`config.mk`:
```
export PLATFORM = sky130hd
export DESIGN_NAME = pec_div
export DESIGN_NICKNAME = d
export VERILOG_FILES = /design/src/rtl/core/pec_pkg.sv /design/src/rtl/core/pec_div.sv
export SDC_FILE = /design/constraint.sdc
export NUM_CORES = 1
export LEC_CHECK = 0
export BUFFER_PORTS_ARGS = -buffer_cell sky130_fd_sc_hd__buf_2
export CELL_PAD_IN_SITES_DETAIL_PLACEMENT = 1
export CELL_PAD_IN_SITES_GLOBAL_PLACEMENT = 1
export CORE_MARGIN = 2
export CORE_UTILIZATION = 52
export CTS_BUF_LIST = sky130_fd_sc_hd__clkbuf_16
export CTS_CLUSTER_DIAMETER = 30
export DETAILED_ROUTE_END_ITERATION = 10
export HOLD_SLACK_MARGIN = 0.05
export PLACE_DENSITY_LB_ADDON = 0.1
export REMOVE_ABC_BUFFERS = 1
export SLEW_MARGIN = 20
export SYNTH_ARGS = -nofsm -noshare
export SYNTH_HDL_FRONTEND = slang
export SYNTH_SLANG_ARGS = --single-unit
```
`constraint.sdc`:
```
create_clock -name clk -period 3.78 [get_ports clk]
set_clock_uncertainty 0.1 [all_clocks]
set_input_delay 0.567 -clock clk [delete_from_list [all_inputs] [get_ports clk]]
set_output_delay 0.567 -clock clk [all_outputs]
set_load 0.02 [all_outputs]
```
`src/rtl/core/pec_pkg.sv`:
```
`default_nettype none
package pec_pkg;

	localparam int FRACTION_BITS_DEF = 16;
	localparam int TIME_BITS_DEF = 16;

	localparam int APB_AW = 4;
	localparam int APB_DW = 32;

	localparam logic [1:0] REG_CURVE_SELECT = 2'd0;
	localparam logic [1:0] REG_START_VALUE = 2'd1;
	localparam logic [1:0] REG_CHANGE_VALUE = 2'd2;
	localparam logic [1:0] REG_DURATION = 2'd3;

	localparam int CURVE_W = 5;
	localparam int DUR_W_MAX = 16;

	typedef struct packed {
		logic [CURVE_W-1:0] curve_select;
		logic signed [31:0] start_value;
		logic signed [31:0] change_value;
	} pec_cfg_t;

	typedef struct packed {
		logic signed [31:0] eased_value;
		logic saturated;
	} pec_res_t;

endpackage
`default_nettype wire

```
`src/rtl/core/pec_div.sv`:
```
`default_nettype none
module pec_div #(
	parameter int FRACTION_BITS = pec_pkg::FRACTION_BITS_DEF,
	parameter int TIME_BITS = pec_pkg::TIME_BITS_DEF,
	parameter int DUR_W = 16
) (
	input wire logic clk,
	input wire logic arst_n,
	input wire logic en,
	input wire logic in_vld,
	input wire logic [TIME_BITS-1:0] t_in,
	input wire logic [DUR_W-1:0] dur,
	output logic out_vld,
	output logic [FRACTION_BITS:0] u_out
);
	localparam int F = FRACTION_BITS;
	localparam int TB = TIME_BITS;

	logic [TB-1:0] rem_s [0:F];
	logic [F:0] quo_s [0:F];
	logic vld_s [0:F];

	logic [TB-1:0] dur_t;
	logic [TB-1:0] t_clamp;
	logic q_top;

	// t is clamped to d, so the top quotient bit is set only when t reaches or exceeds d
	always_comb begin
		dur_t = TB'(dur);
		t_clamp = (t_in > dur_t) ? dur_t : t_in;
		q_top = (t_clamp == dur_t);
	end

	always_ff @(posedge clk or negedge arst_n) begin
		if (!arst_n) begin
			vld_s[0] <= 1'b0;
		end else if (en) begin
			vld_s[0] <= in_vld;
		end
	end

	always_ff @(posedge clk) begin
		if (en) begin
			rem_s[0] <= q_top ? '0 : t_clamp;
			quo_s[0] <= (F+1)'(q_top);
		end
	end

	for (genvar i = 1; i <= F; i++) begin : g_stage
		logic [TB:0] rem2;
		logic [TB:0] dur_x;
		logic ge;

		always_comb begin
			rem2 = {rem_s[i-1], 1'b0};
			dur_x = (TB+1)'(dur);
			ge = (rem2 >= dur_x);
		end

		always_ff @(posedge clk or negedge arst_n) begin
			if (!arst_n) begin
				vld_s[i] <= 1'b0;
			end else if (en) begin
				vld_s[i] <= vld_s[i-1];
			end
		end

		always_ff @(posedge clk) begin
			if (en) begin
				rem_s[i] <= ge ? TB'(rem2 - dur_x) : TB'(rem2);
				quo_s[i] <= {quo_s[i-1][F-1:0], ge};
			end
		end
	end

	// zero duration means the motion is complete
	assign u_out = (dur == '0) ? {1'b1, {F{1'b0}}} : quo_s[F];
	assign out_vld = vld_s[F];

endmodule
`default_nettype wire

```
Word-level counts from Yosys, hierarchy flattened. Memories as Yosys holds them, arrays and structs flattened. Cells that the tools add are included.

Word-level logic and storage cells: 75. Memory bits (writable): 561. Bits in registers: 17. Output and inout port bits: 18. Memories: 2.

Multiplexer cells: 21. Equal/unequal tests: 1. $lt $le $gt $ge: 17. Add/sub/neg operators: 16. Reductions and logical operators: 1.

Memory list: quo_s (words 17, bits a word 17, read ports 17, clocked after memory_dff 0, wr ports 17, line pec_div.sv:20) `logic [F:0] quo_s [0:F];`; rem_s (words 17, bits a word 16, read ports 16, clocked after memory_dff 0, wr ports 17, line pec_div.sv:19) `logic [TB-1:0] rem_s [0:F];`.

Operators by type and width (number): 16-bit two-way mux (18); 17-bit by 16-bit >= comparator with 1-bit output (16); 16-bit subtractor (16); 17-bit two-way mux (1); 16-bit equality test (1); 16-bit greater-than comparator (1); 16-bit logical NOT (1); 1-bit two-way mux (2).

Longest topological paths before layout. Gate-level depths: netlist of the first run.

Word-level depth: 4. Gate-level depth with buffers: 13. Mapped depth without buffers: 10.

Least setup slack after synthesis of the first run. OpenSTA, ideal clock, no wires.

Path kind: input port to flip-flop. Start: input dur[9]. End: memory rem_s[0][57] (netlist bit), data pin. Path slack: 0.470 ns. Arrival time: 2.950 ns. Setup time: 0.260 ns. Stages: 13. Buffers on the path: 5. Cell sequence: inv_1 > ha_1 > buf_2 > and3_1 > buf_2 > nand3_1 > nor4_1 > or3_1 > clkbuf_2 > or2_1 > buf_6 > buf_6 > mux2_4.

RTL lines: start, declared (line pec_div.sv:12) `input wire logic [DUR_W-1:0] dur,`; end, declared (line pec_div.sv:19).

==> impl_metrics.yaml, run 1 <==
sta:
  tightest_slew_ns: 0.793
  relSlewSlack_pct: 47.1
  rsz0062_at_grt: "no"
  fin_tns_setup_ns: 0
  hold_viol_final: 0
  max_freq_mhz: 305
  finalMaxSlewViolations: 0
  fin_ws_ns: 0.502
  finalCritPeriodShare_pct: 86.7
  min_period_ns: 3.28
  setup_violations: 0
pwr:
  p_sw_share_pct: 37.4
  pwr-share-comb_pct: 43.9
  p_int_w: 0.0202
  p_per_area_nw_per_um2: 950
  p_seq_share_pct: 26.9
  vdd_drop_max_mv: 0.516
  clock_power_share_pct: 29.3
  total_leakage_power_nw: 13.7
  p_switching_w: 0.0121
synthesis:
  synth-seq-cells: 426
  syn_area_per_cell_sq_um: 11.1
  synth-edff-count: 409
  netlist_area_sq_um: 28600
  async_flop_share_pct: 3.99
  yosysWarnings: 0
  post_synth_inst_count: 2585
  netlist-cell-type-count: 93
  ys.flop_type: "edfxtp_1"
  ys_seq_area_share_pct: 44.4
worst_hold_path:
  hold_path.class: "primary input to register"
placed_design:
  gp_congestion: 0.862
  dp_slack_ns: -0.0308
  io_buffer_count: 53
  hpwl_microns: 60200
drt:
  drtIter0Drc: 1504
  wl_met1_microns: 35800
  wl_per_cell_microns: 25.1
  vias: 22484
  top_layer: "met5"
  routed_wl_microns: 89200
  drc_errors: 0
  firstDrtPassIters: 5
  viasPerCell: 6.34
  route.met3.wl_microns: 4030
  met2_length_microns: 44900
  antenna_left: 0
worst_setup_path:
  cp.required_ns: 4.07
  critical_path_class: "register to register"
  path_max_fanout: 17
  cp-start-kind: "register"
  cp.arrival_ns: 3.57
  endpoint_kind: "register"
floorplanning:
  die-area_sq_um: 56900
  start_util_pct: 52.8
  coreArea_sq_um: 54100
  row_count: 85
  ios: 54
  die_y_microns: 239
  die_x_microns: 239
job:
  maxCapViolCount: 0
clock_network:
  cts_root_buf: "clkbuf_16"
  clk_latency_ns: 0.66
  cts.sinks: 426
  cts.path.max_buffers: 3
  cts_tree: "done"
  clkSlewWorstSetupHoldPaths_ns: 0.05
  htree_levels: 3
  cts_made_buffers: 101
  postCtsSetupRepairBufs: 0
global_route:
  track_usage_pct: 31.4
  antenna_found_initial: 1
  grt_max_degree: 92
  grt.overflow.total: 0
  grt_pass1_vias: 24266
  grt_pass1_wl_microns: 138000
finish:
  nets: 3086
  area.growth.synth_to_final_pct: 19.1
  antenna_cells: 0
  drive_gt1_share_pct: 18.4
outcome:
  status: "finished clean"
[Yosys cell counts, types with 28 or more instances]
master	count	area (sq um)
o21ai_0	160	801
o21a_1	49	368
nor3_1	58	290
clkbuf_1	28	105
nand3_1	37	185
edfxtp_1	409	12300
nand4_1	44	275
nor2b_1	45	282
xor2_1	64	561
nand2b_1	35	219
nor2_1	148	556
a21o_1	80	601
nand2_1	174	653
and2_1	30	188
xnor2_1	83	727
ha_1	271	3390
inv_1	88	330
mux2_2	113	1270
a21oi_1	175	876
[power groups by stage]
stage               clock network, W  registers [W]  logic [W]
detailed placement                 0        0.00870     0.0137
global route                 0.00974        0.00880     0.0155
global placement                   0        0.00867     0.0130
CTS                          0.00956        0.00868     0.0141
floorplan                          0        0.00806     0.0102
finish                       0.00947        0.00870     0.0142
[cell families after synthesis]
family | Yosys count | synth area share, %
multiplexers | 149 | 6.02
flip-flops | 426 | 44.4
adder cells (fa/ha/maj) | 286 | 12.9
AO/OA/AOI/OAI | 708 | 16.9
AND/OR/NAND/NOR | 707 | 12.7
buffers and inverters | 162 | 2.57
XOR/XNOR | 147 | 4.50
[what timing repair did]
item / 4_1_cts / 5_1_grt
endpoints found under the hold margin: 17 / 0
resized for setup: 0 / 0
hold buffers: 1 / 0
[per-stage QoR]
step / cell area, sq um / hold WS (ns) / std cells / total power (W) / utilization (%)
3_3_place_gp: 30400 / 0.301 / 3356 / 0.0216 / 56.1
6_report: 34100 / 0.0779 / 3548 / 0.0324 / 62.9
5_1_grt: 34100 / 0.0687 / 3548 / 0.0341 / 62.9
2_1_floorplan: 28200 / 0.171 / 2514 / 0.0183 / -
4_1_cts: 34100 / 0.0567 / 3548 / 0.0323 / 62.9
3_5_place_dp: 30400 / 0.305 / 3356 / 0.0224 / 56.1
[worst max-delay path, stage by stage (launching register included)]
cell and delay, ns:
edfxtp_1 0.50, ha_1 0.47, a21oi_1 0.15, o21ai_0 0.48, o21ai_0 0.19, a21oi_2 0.30
o21ai_4 0.18, buf_4 0.23, o31ai_1 0.43
[per-layer routing]
layer / GRT usage (%) / vias to the layer above
met1: 37.4 / 11298
met3: 4.87 / 270
met2: 55.3 / 624
met4: 15.6 / 2
li1: - / 10290
met5: 0 / -
[final timing paths]
| check | from | to | slack (ns) | cells past startpoint |
|---|---|---|---|---|
| max | rem_s[0][201] | rem_s[0][221] | 0.50 | 8 |
| min | in_vld | vld_s[16] | 0.08 | 2 |
| max reg2reg | rem_s[0][201] | rem_s[0][221] | 0.50 | 8 |
| min reg2reg | quo_s[1][80] | quo_s[1][98] | 0.31 | 0 |
| max in group asynchronous | arst_n | vld_s[11] | 3.02 | 2 |
| min in group asynchronous | arst_n | vld_s[13] | 0.27 | 2 |
[cells in the final DEF (no fill, tap or decap), drive strengths merged, types with 13 or more instances in the layout]
cell,instances
bufinv,22
xnor2,83
nor3,64
ha,271
nand3,37
nand2,176
dfrtp,17
and2,31
o21ai,178
nor2,148
nand2b,36
nor2b,47
o31a,20
clkbuf,102
xor2,64
a21oi,180
nor4,27
or2,13
nand4,44
buf,146
a211oi,26
edfxtp,409
mux2,136
mux2i,13
o31ai,29
a21o,80
and3,21
clkinv,38
fa,15
o21a,49
inv,110
or3,27
a31oi,16
[registers in the layout, summed over array words and instances (netlist names)]
name / flops
out_vld: 1
quo_s: 153
rem_s: 256
vld_s: 16
[area by class of cell]
cell class / count / area (sq um)
timing repair buffer: 147 / 1280
clock inverter: 89 / 1140
inverter: 91 / 342
clock buffer: 102 / 2550
tap: 696 / 871
multi-input combinational: 1997 / 15200
fill: 5520 / 20100
sequential: 426 / 12700
No activity file was read; power rests on OpenSTA's default activity.
==> run 2: changes to the inputs <==
Settings changed: ABC_AREA from default to 1, CORE_UTILIZATION 52 to 51.
==> impl_metrics.yaml, run 2 <==
pwr:
  clock_power_share_pct: 29.0
  p_seq_share_pct: 29.2
  pwr-share-comb_pct: 41.8
  p_switching_w: 0.0116
  vdd_drop_max_mv: 0.487
  p_int_w: 0.0180
  p_sw_share_pct: 39.2
  p_per_area_nw_per_um2: 924
  total_leakage_power_nw: 13.7
synthesis:
  syn_area_per_cell_sq_um: 9.68
  netlist-cell-type-count: 45
  netlist_area_sq_um: 27400
  async_flop_share_pct: 3.99
  yosysMostFrequentCell: "nand2_1"
  synth.top_cells.by_area: "edfxtp_1, ha_1, nand2_1"
  synth-edff-count: 409
  synth_top_area_share_pct: 44.8
  yosysWarnings: 0
  post_synth_inst_count: 2835
  yosys.area.top_type: "edfxtp_1"
  synth-seq-cells: 426
  ys.flop_type: "edfxtp_1"
  ys_seq_area_share_pct: 46.3
  synth_commonest_cells: "nand2_1, edfxtp_1, ha_1"
floorplanning:
  ios: 54
  die_y_microns: 236
  coreArea_sq_um: 53500
  die-area_sq_um: 55700
  start_util_pct: 51.3
  row_count: 85
  die_x_microns: 236
finish:
  fillers: 5873
  final_util_pct: 59.8
  area.growth.synth_to_final_pct: 16.5
  nets: 3296
  largest_reg_flops: 256
  top_regs: "rem_s (256), quo_s (153), vld_s (16)"
  fin_area_sq_um: 32000
  drive_gt1_share_pct: 13.9
  antenna_cells: 0
  final_common_cell: "nand2_1"
  layout_common_cells: "nand2_1, edfxtp_1, ha_1"
  top_register: "rem_s"
worst_hold_path:
  hold_path.class: "primary input to async pin"
sta:
  finalCritPeriodShare_pct: 79.4
  min_period_ns: 3.00
  tightest_slew_ns: 0.853
  max_freq_mhz: 333
  relSlewSlack_pct: 41.6
  holdWs_ns: 0.297
  hold_viol_final: 0
  fin_tns_setup_ns: 0
  setup_violations: 0
  finalMaxSlewViolations: 0
  fin_ws_ns: 0.780
  rsz0062_at_grt: "no"
drt:
  routed_wl_microns: 76000
  firstDrtPassIters: 5
  viasPerCell: 5.61
  drc_errors: 0
  wl_per_cell_microns: 20.2
  drtIter0Drc: 1115
  vias: 21064
  antenna_left: 0
clock_network:
  cts.path.max_buffers: 3
  clk_latency_ns: 0.63
  cts_root_buf: "clkbuf_16"
  clkSlewWorstSetupHoldPaths_ns: 0.05
  cts_tree: "done"
  htree_levels: 3
  cts.sinks: 426
  cts_made_buffers: 99
worst_setup_path:
  cpPeakStageDelay_ns: 0.53
  endpoint_kind: "primary output"
  cp_common_cell: "buf_2"
  slowest_stage: "nor4_1"
  setup.worst_path.end: "u_out[16]"
  startpoint: "dur[12]"
  path_cells: "buf_2 > nor4_1 > nand4_1 > inv_2 > or2_2 > buf_2"
  r2r_start: "rem_s[0][49]"
  worstSetupPathDepth: 6
  r2r_cells: 11
  path_max_fanout: 17
  critPathBufInv: 3
  ff2ff_setup_slack_ns: 1.02
  critical_path_class: "primary input to primary output"
  cp.arrival_ns: 2.33
  cp-start-kind: "primary input"
  cp.required_ns: 3.11
  timing.rr.end: "rem_s[0][72]"
  crit_family: "simple AND/OR/NAND/NOR gates"
global_route:
  grt_pass1_vias: 22764
  grt_pass1_wl_microns: 122000
  grt_max_degree: 107
  antenna_found_initial: 0
  grt.overflow.total: 0
  track_usage_pct: 27.8
job:
  maxCapViolCount: 0
placed_design:
  gp_congestion: 0.847
  postPlaceCellArea_sq_um: 28600
  hpwl_microns: 51100
  io_buffer_count: 53
  dp_slack_ns: 0.420
outcome:
  status: "finished clean"
-- run 2: cell types whose count changed in the layout (fill, tap and decap cells not counted), sizes merged, moves of 45 or more --
cell and delta:
a21oi +54, nand2 +519, o21a -45, a21o -47
o21ai +109, buf -59, inv +115, mux2 -135
nor2b -47, nand3 +113
-- run 2: cell families after synthesis --
kind of cell | share of synthesized area (%)
buffers and inverters | 4.58
DFF | 46.3
muxes | 0.0410
adders and majority gates | 13.5
and+or+nand+nor | 16.9
xor gates and xnor gates | 5.90
AOI/OAI and AO/OA | 12.8
-- run 2: metrics by stage --
step                instances  power [W]
CTS                      3754     0.0297
floorplan                2784     0.0173
global route             3754     0.0316
global placement         3567     0.0202
finish                   3754     0.0295
detailed placement       3567     0.0207
-- run 2: metal layers --
| layer | wire, microns | vias to the layer above | track usage [%] |
|---|---|---|---|
| met4 | 2450 | 0 | 10.3 |
| met1 | 31800 | 10291 | 32.8 |
| met5 | 0 | - | 0 |
| li1 | - | 10254 | - |
| met2 | 39300 | 355 | 51.1 |
| met3 | 2490 | 164 | 3.89 |
-- run 2: how the worst min path moves through the flow --
stage	end	slack, ns	start
floorplan	out_vld	0.17	arst_n
global placement	quo_s[1][87]	0.30	quo_s[1][69]
detailed placement	quo_s[0][88]	0.31	quo_s[0][70]
CTS	rem_s[0][77]	0.27	en
global route	out_vld	0.30	arst_n
finish	out_vld	0.30	arst_n
-- run 2: cell type report --
type,count,area [sq um],share of cell area [%]
Multi-Input combinational cell,2155,13500,42.2
Sequential cell,426,12700,39.7
Clock buffer,99,2480,7.75
Clock inverter,86,918,2.87
Tap cell,696,871,2.72
Inverter,203,777,2.43
Timing Repair Buffer,89,738,2.31
-- run 2: power groups by stage --
| stage | registers, W | logic, W | clock network [W] |
|---|---|---|---|
| floorplan | 0.00812 | 0.00917 | 0 |
| global placement | 0.00863 | 0.0115 | 0 |
| detailed placement | 0.00867 | 0.0121 | 0 |
| CTS | 0.00862 | 0.0124 | 0.00868 |
| global route | 0.00875 | 0.0139 | 0.00890 |
| finish | 0.00863 | 0.0123 | 0.00857 |
-- run 2: worst register-to-register path, cell delays in order, from the launching register on --
cell and delay [ns]:
edfxtp_1 0.42, ha_1 0.37, a21oi_1 0.20, nand2_1 0.13
a21oi_1 0.29, o21ai_2 0.12, nand3_1 0.08, nand2_1 0.06
nand2_1 0.10, nand2_2 0.10, inv_2 0.32, o21ai_0 0.19
-- run 2: what timing repair did --
action | 4_1_cts | 5_1_grt
hold endpoints to repair | 18 | 0
endpoints found under the setup margin | 0 | 0
resized for setup | 0 | 0
setup buffers | 0 | 0
hold buffers | 2 | 0
==> run 3: changes to the inputs <==
Settings changed: ABC_AREA 1 to 0, CORE_UTILIZATION 51 to 52.
Clock period 3.78 ns to 2.85 ns, I/O delays scaled along.
==> impl_metrics.yaml, run 3 <==
synthesis:
  post_synth_inst_count: 2585
  ys.flop_type: "edfxtp_1"
  netlist-cell-type-count: 93
  yosys.area.top_type: "edfxtp_1"
  netlist_area_sq_um: 28600
  synth_commonest_cells: "edfxtp_1, ha_1, a21oi_1"
  synth-edff-count: 409
  synth_top_area_share_pct: 42.9
  syn_area_per_cell_sq_um: 11.1
  async_flop_share_pct: 3.99
  synth-seq-cells: 426
  synth.top_cells.by_area: "edfxtp_1, ha_1, mux2_2"
  yosysMostFrequentCell: "edfxtp_1"
  ys_seq_area_share_pct: 44.4
  yosysWarnings: 0
floorplanning:
  ios: 54
  row_count: 85
  die_x_microns: 239
  die_y_microns: 239
  start_util_pct: 52.8
placed_design:
  placed_cells: 3892
  io_buffer_count: 53
  gp_congestion: 0.892
  hpwl_microns: 72100
  postPlaceCellArea_sq_um: 34500
outcome:
  status: "aborted with a tool error"
  haltStage: "global routing (5_1_grt)"
  tool.error: "[ERROR GRT-0232] Routing congestion too high. Check the congestion heatmap in the GUI."
clock_network:
  cts.path.max_buffers: 3
  htree_levels: 3
  cts_root_buf: "clkbuf_16"
  cts.sinks: 426
  cts_made_buffers: 108
sta:
  worstEpCategory: "register input"
  grt-worst-endpoint: "rem_s[0][234]$_DFFE_PP_/D"
global_route:
  track_usage_pct: 89.8
  grt.overflow.total: 1884
  grt_max_degree: 77
[run 3: cell types whose count changed after synthesis, moves of 35 or more]
cell      change
a21o_1       +47
nor2b_1      +45
o21ai_2      -47
inv_1        -98
nand2b_1     +35
o21ai_1      -41
nand2_2      -48
nand4_1      +36
o21a_1       +45
nor3_1       +39
a21oi_1      -38
nand3_1     -102
nand2_1     -464
mux2_2      +112
[run 3: metal layers]
metal / track usage (%) / overflow
met5: 42.1 / 6
met4: 98.9 / 493
met3: 73.2 / 25
met2: 108 / 1324
met1: 85.7 / 36
[run 3: repair_timing]
action                     4_1_cts
setup endpoints to repair      179
hold endpoints to repair        21
hold buffers                     5
pin swaps                       29
resized for setup              109
cloned                           1
buffers inserted                28
[run 3: logic make-up after synthesis]
family | after synthesis | synth area share, %
and+or+nand+nor | 707 | 12.7
DFF | 426 | 44.4
AOI/OAI and AO/OA | 708 | 16.9
muxes | 149 | 6.02
buffers and inverters | 162 | 2.57
xor gates and xnor gates | 147 | 4.50
adders and majority gates | 286 | 12.9
[run 3: stage by stage]
step | hold WS [ns] | setup WS [ns] | util [%]
floorplan | 0.0319 | -1.31 | -
global placement | 0.254 | -0.556 | 63.8
detailed placement | 0.276 | -0.731 | 63.8
CTS | 0.0563 | -0.0330 | 72.3
==> run 4: changes to the inputs <==
Settings changed: CELL_PAD_IN_SITES_DETAIL_PLACEMENT 1 to default, CELL_PAD_IN_SITES_GLOBAL_PLACEMENT 1 to default, CORE_UTILIZATION 52 to 40, CTS_BUF_LIST sky130_fd_sc_hd__clkbuf_16 to default, CTS_CLUSTER_DIAMETER 30 to default, HOLD_SLACK_MARGIN 0.05 to default, PLACE_DENSITY_LB_ADDON 0.1 to 0.15.
==> impl_metrics.yaml, run 4 (same netlist as run 1, synthesis figures left out) <==
outcome:
  status: "finished clean"
clock_network:
  clk_latency_ns: 0.60
  cts_made_buffers: 50
  cts_tree: "done"
  clkSlewWorstSetupHoldPaths_ns: 0.07
  cts.sinks: 426
  cts.path.max_buffers: 3
  htree_levels: 2
  cts_root_buf: "clkbuf_16"
finish:
  nets: 3559
  drive_gt1_share_pct: 29.7
  final_common_cell: "buf_4"
  layout.cells.non_filler: 4223
  area.growth.synth_to_final_pct: 28.3
  fin_area_sq_um: 36700
  largest_reg_flops: 256
  top_register: "rem_s"
  top_regs: "rem_s (256), quo_s (153), vld_s (16)"
  layout_common_cells: "buf_4, edfxtp_1, ha_1"
drt:
  firstDrtPassIters: 5
  drtIter0Drc: 1600
  wl_per_cell_microns: 18.7
  drc_errors: 0
  viasPerCell: 5.41
  vias: 22857
  antenna_left: 0
  routed_wl_microns: 79200
job:
  maxCapViolCount: 0
sta:
  setup_violations: 0
  finalMaxSlewViolations: 0
  min_period_ns: 2.79
  max_freq_mhz: 359
  relSlewSlack_pct: 61.1
  fin_tns_setup_ns: 0
  hold_viol_final: 0
  tightest_slew_ns: 0.583
  finalCritPeriodShare_pct: 97.8
  fin_ws_ns: 0.0628
pwr:
  p_sw_share_pct: 36.3
  clock_power_share_pct: 16.5
  total_leakage_power_nw: 15.4
  p_switching_w: 0.0145
  p_per_area_nw_per_um2: 1090
  vdd_drop_max_mv: 0.634
  p_seq_share_pct: 28.3
  pwr-share-comb_pct: 55.2
  p_int_w: 0.0256
worst_setup_path:
  cp.required_ns: 3.09
  path_cells: "ha_1 > nor2b_1 > o31a_1 > or4_1 > and3_4 > a2111oi_4 > xnor2_1 > mux2_4"
  cpPeakStageDelay_ns: 0.45
  r2r_start: "rem_s[0][49]"
  worstSetupPathDepth: 8
  crit_family: "simple AND/OR/NAND/NOR gates"
  cp.arrival_ns: 3.03
  path_max_fanout: 2
  cp-start-kind: "register"
  critPathBufInv: 0
  slowest_stage: "or4_1"
  endpoint_kind: "register"
  r2r_cells: 8
  critical_path_class: "register to register"
  ff2ff_setup_slack_ns: 0.06
  timing.rr.end: "rem_s[0][78]"
floorplanning:
  die-area_sq_um: 73700
  ios: 54
  die_y_microns: 271
  row_count: 98
  die_x_microns: 271
  coreArea_sq_um: 71100
  start_util_pct: 40.2
placed_design:
  io_buffer_count: 53
  gp_congestion: 0.884
  postPlaceCellArea_sq_um: 34800
  placed_cells: 4125
  dp_slack_ns: -0.446
  hpwl_microns: 59700
global_route:
  grt_pass1_wl_microns: 124000
  track_usage_pct: 21.2
  grt_max_degree: 59
  antenna_found_initial: 0
  grt.overflow.total: 0
  grt_pass1_vias: 22964
worst_hold_path:
  hold_path.class: "primary input to register"
  hold_start: "t_in[12]"
  hold_end: "rem_s[0][12]"
  hold_path_depth: 3
==> run 4: final cells by class <==
type / count / area [sq um]
timing repair buffer: 671 / 5460
inverter: 91 / 342
multi-input combinational: 1997 / 15300
clock inverter: 23 / 310
sequential: 426 / 12700
tap: 950 / 1190
clock buffer: 64 / 1360
fill: 6350 / 34400
antenna: 1 / 2.50
==> run 4: tightest hold or removal path, stage by stage <==
cell and delay, ns:
buf_2 0.12, nand2_1 0.06, nor2_1 0.04
==> run 4: repair_timing <==
action                                  CTS  global route
setup buffers                             2             7
hold buffers                              2             0
endpoints found under the hold margin    18             0
endpoints found under the setup margin   17            85
gates resized for setup                   2            42
pin swaps                                 0            12
==> run 4: how the worst max path moves through the flow <==
stage / slack (ns) / from / end
final: 0.06 / rem_s[0][49] / rem_s[0][78]
after global routing: -0.06 / rem_s[0][17] / rem_s[0][46]
after CTS: 0.01 / rem_s[0][64] / rem_s[0][80]
after detailed placement: -0.45 / dur[5] / rem_s[0][255]
after global placement: -0.36 / dur[5] / rem_s[0][251]
after floorplan: -1.31 / dur[10] / rem_s[0][18]
==> run 4: power by group through the flow <==
stage | registers [W] | clock network (W) | logic, W
finish | 0.0113 | 0.00662 | 0.0221
global route | 0.0116 | 0.00704 | 0.0245
CTS | 0.0114 | 0.00679 | 0.0218
detailed placement | 0.0115 | 0 | 0.0216
global placement | 0.0115 | 0 | 0.0212
floorplan | 0.0107 | 0 | 0.0136
==> run 4: per-layer routing <==
metal / wire, microns / GRT usage, % / part of all wire, % / up-vias
met2: 38000 / 36.4 / 48 / 471
met3: 2880 / 2.66 / 3.6 / 169
met1: 35100 / 27.3 / 44 / 11010
met4: 3240 / 8.40 / 4.1 / 0
met5: 0 / 0 / 0 / -
li1: - / - / - / 11207
==> run 4: metrics by stage <==
step | total power (W) | hold slack (ns) | util [%]
final | 0.0401 | 0.108 | 51.6
after global routing | 0.0430 | 0.101 | 51.6
after CTS | 0.0400 | 0.0780 | 51.3
after detailed placement | 0.0331 | 0.258 | 48.9
after global placement | 0.0327 | 0.253 | 48.9
after floorplan | 0.0243 | 0.0319 | -
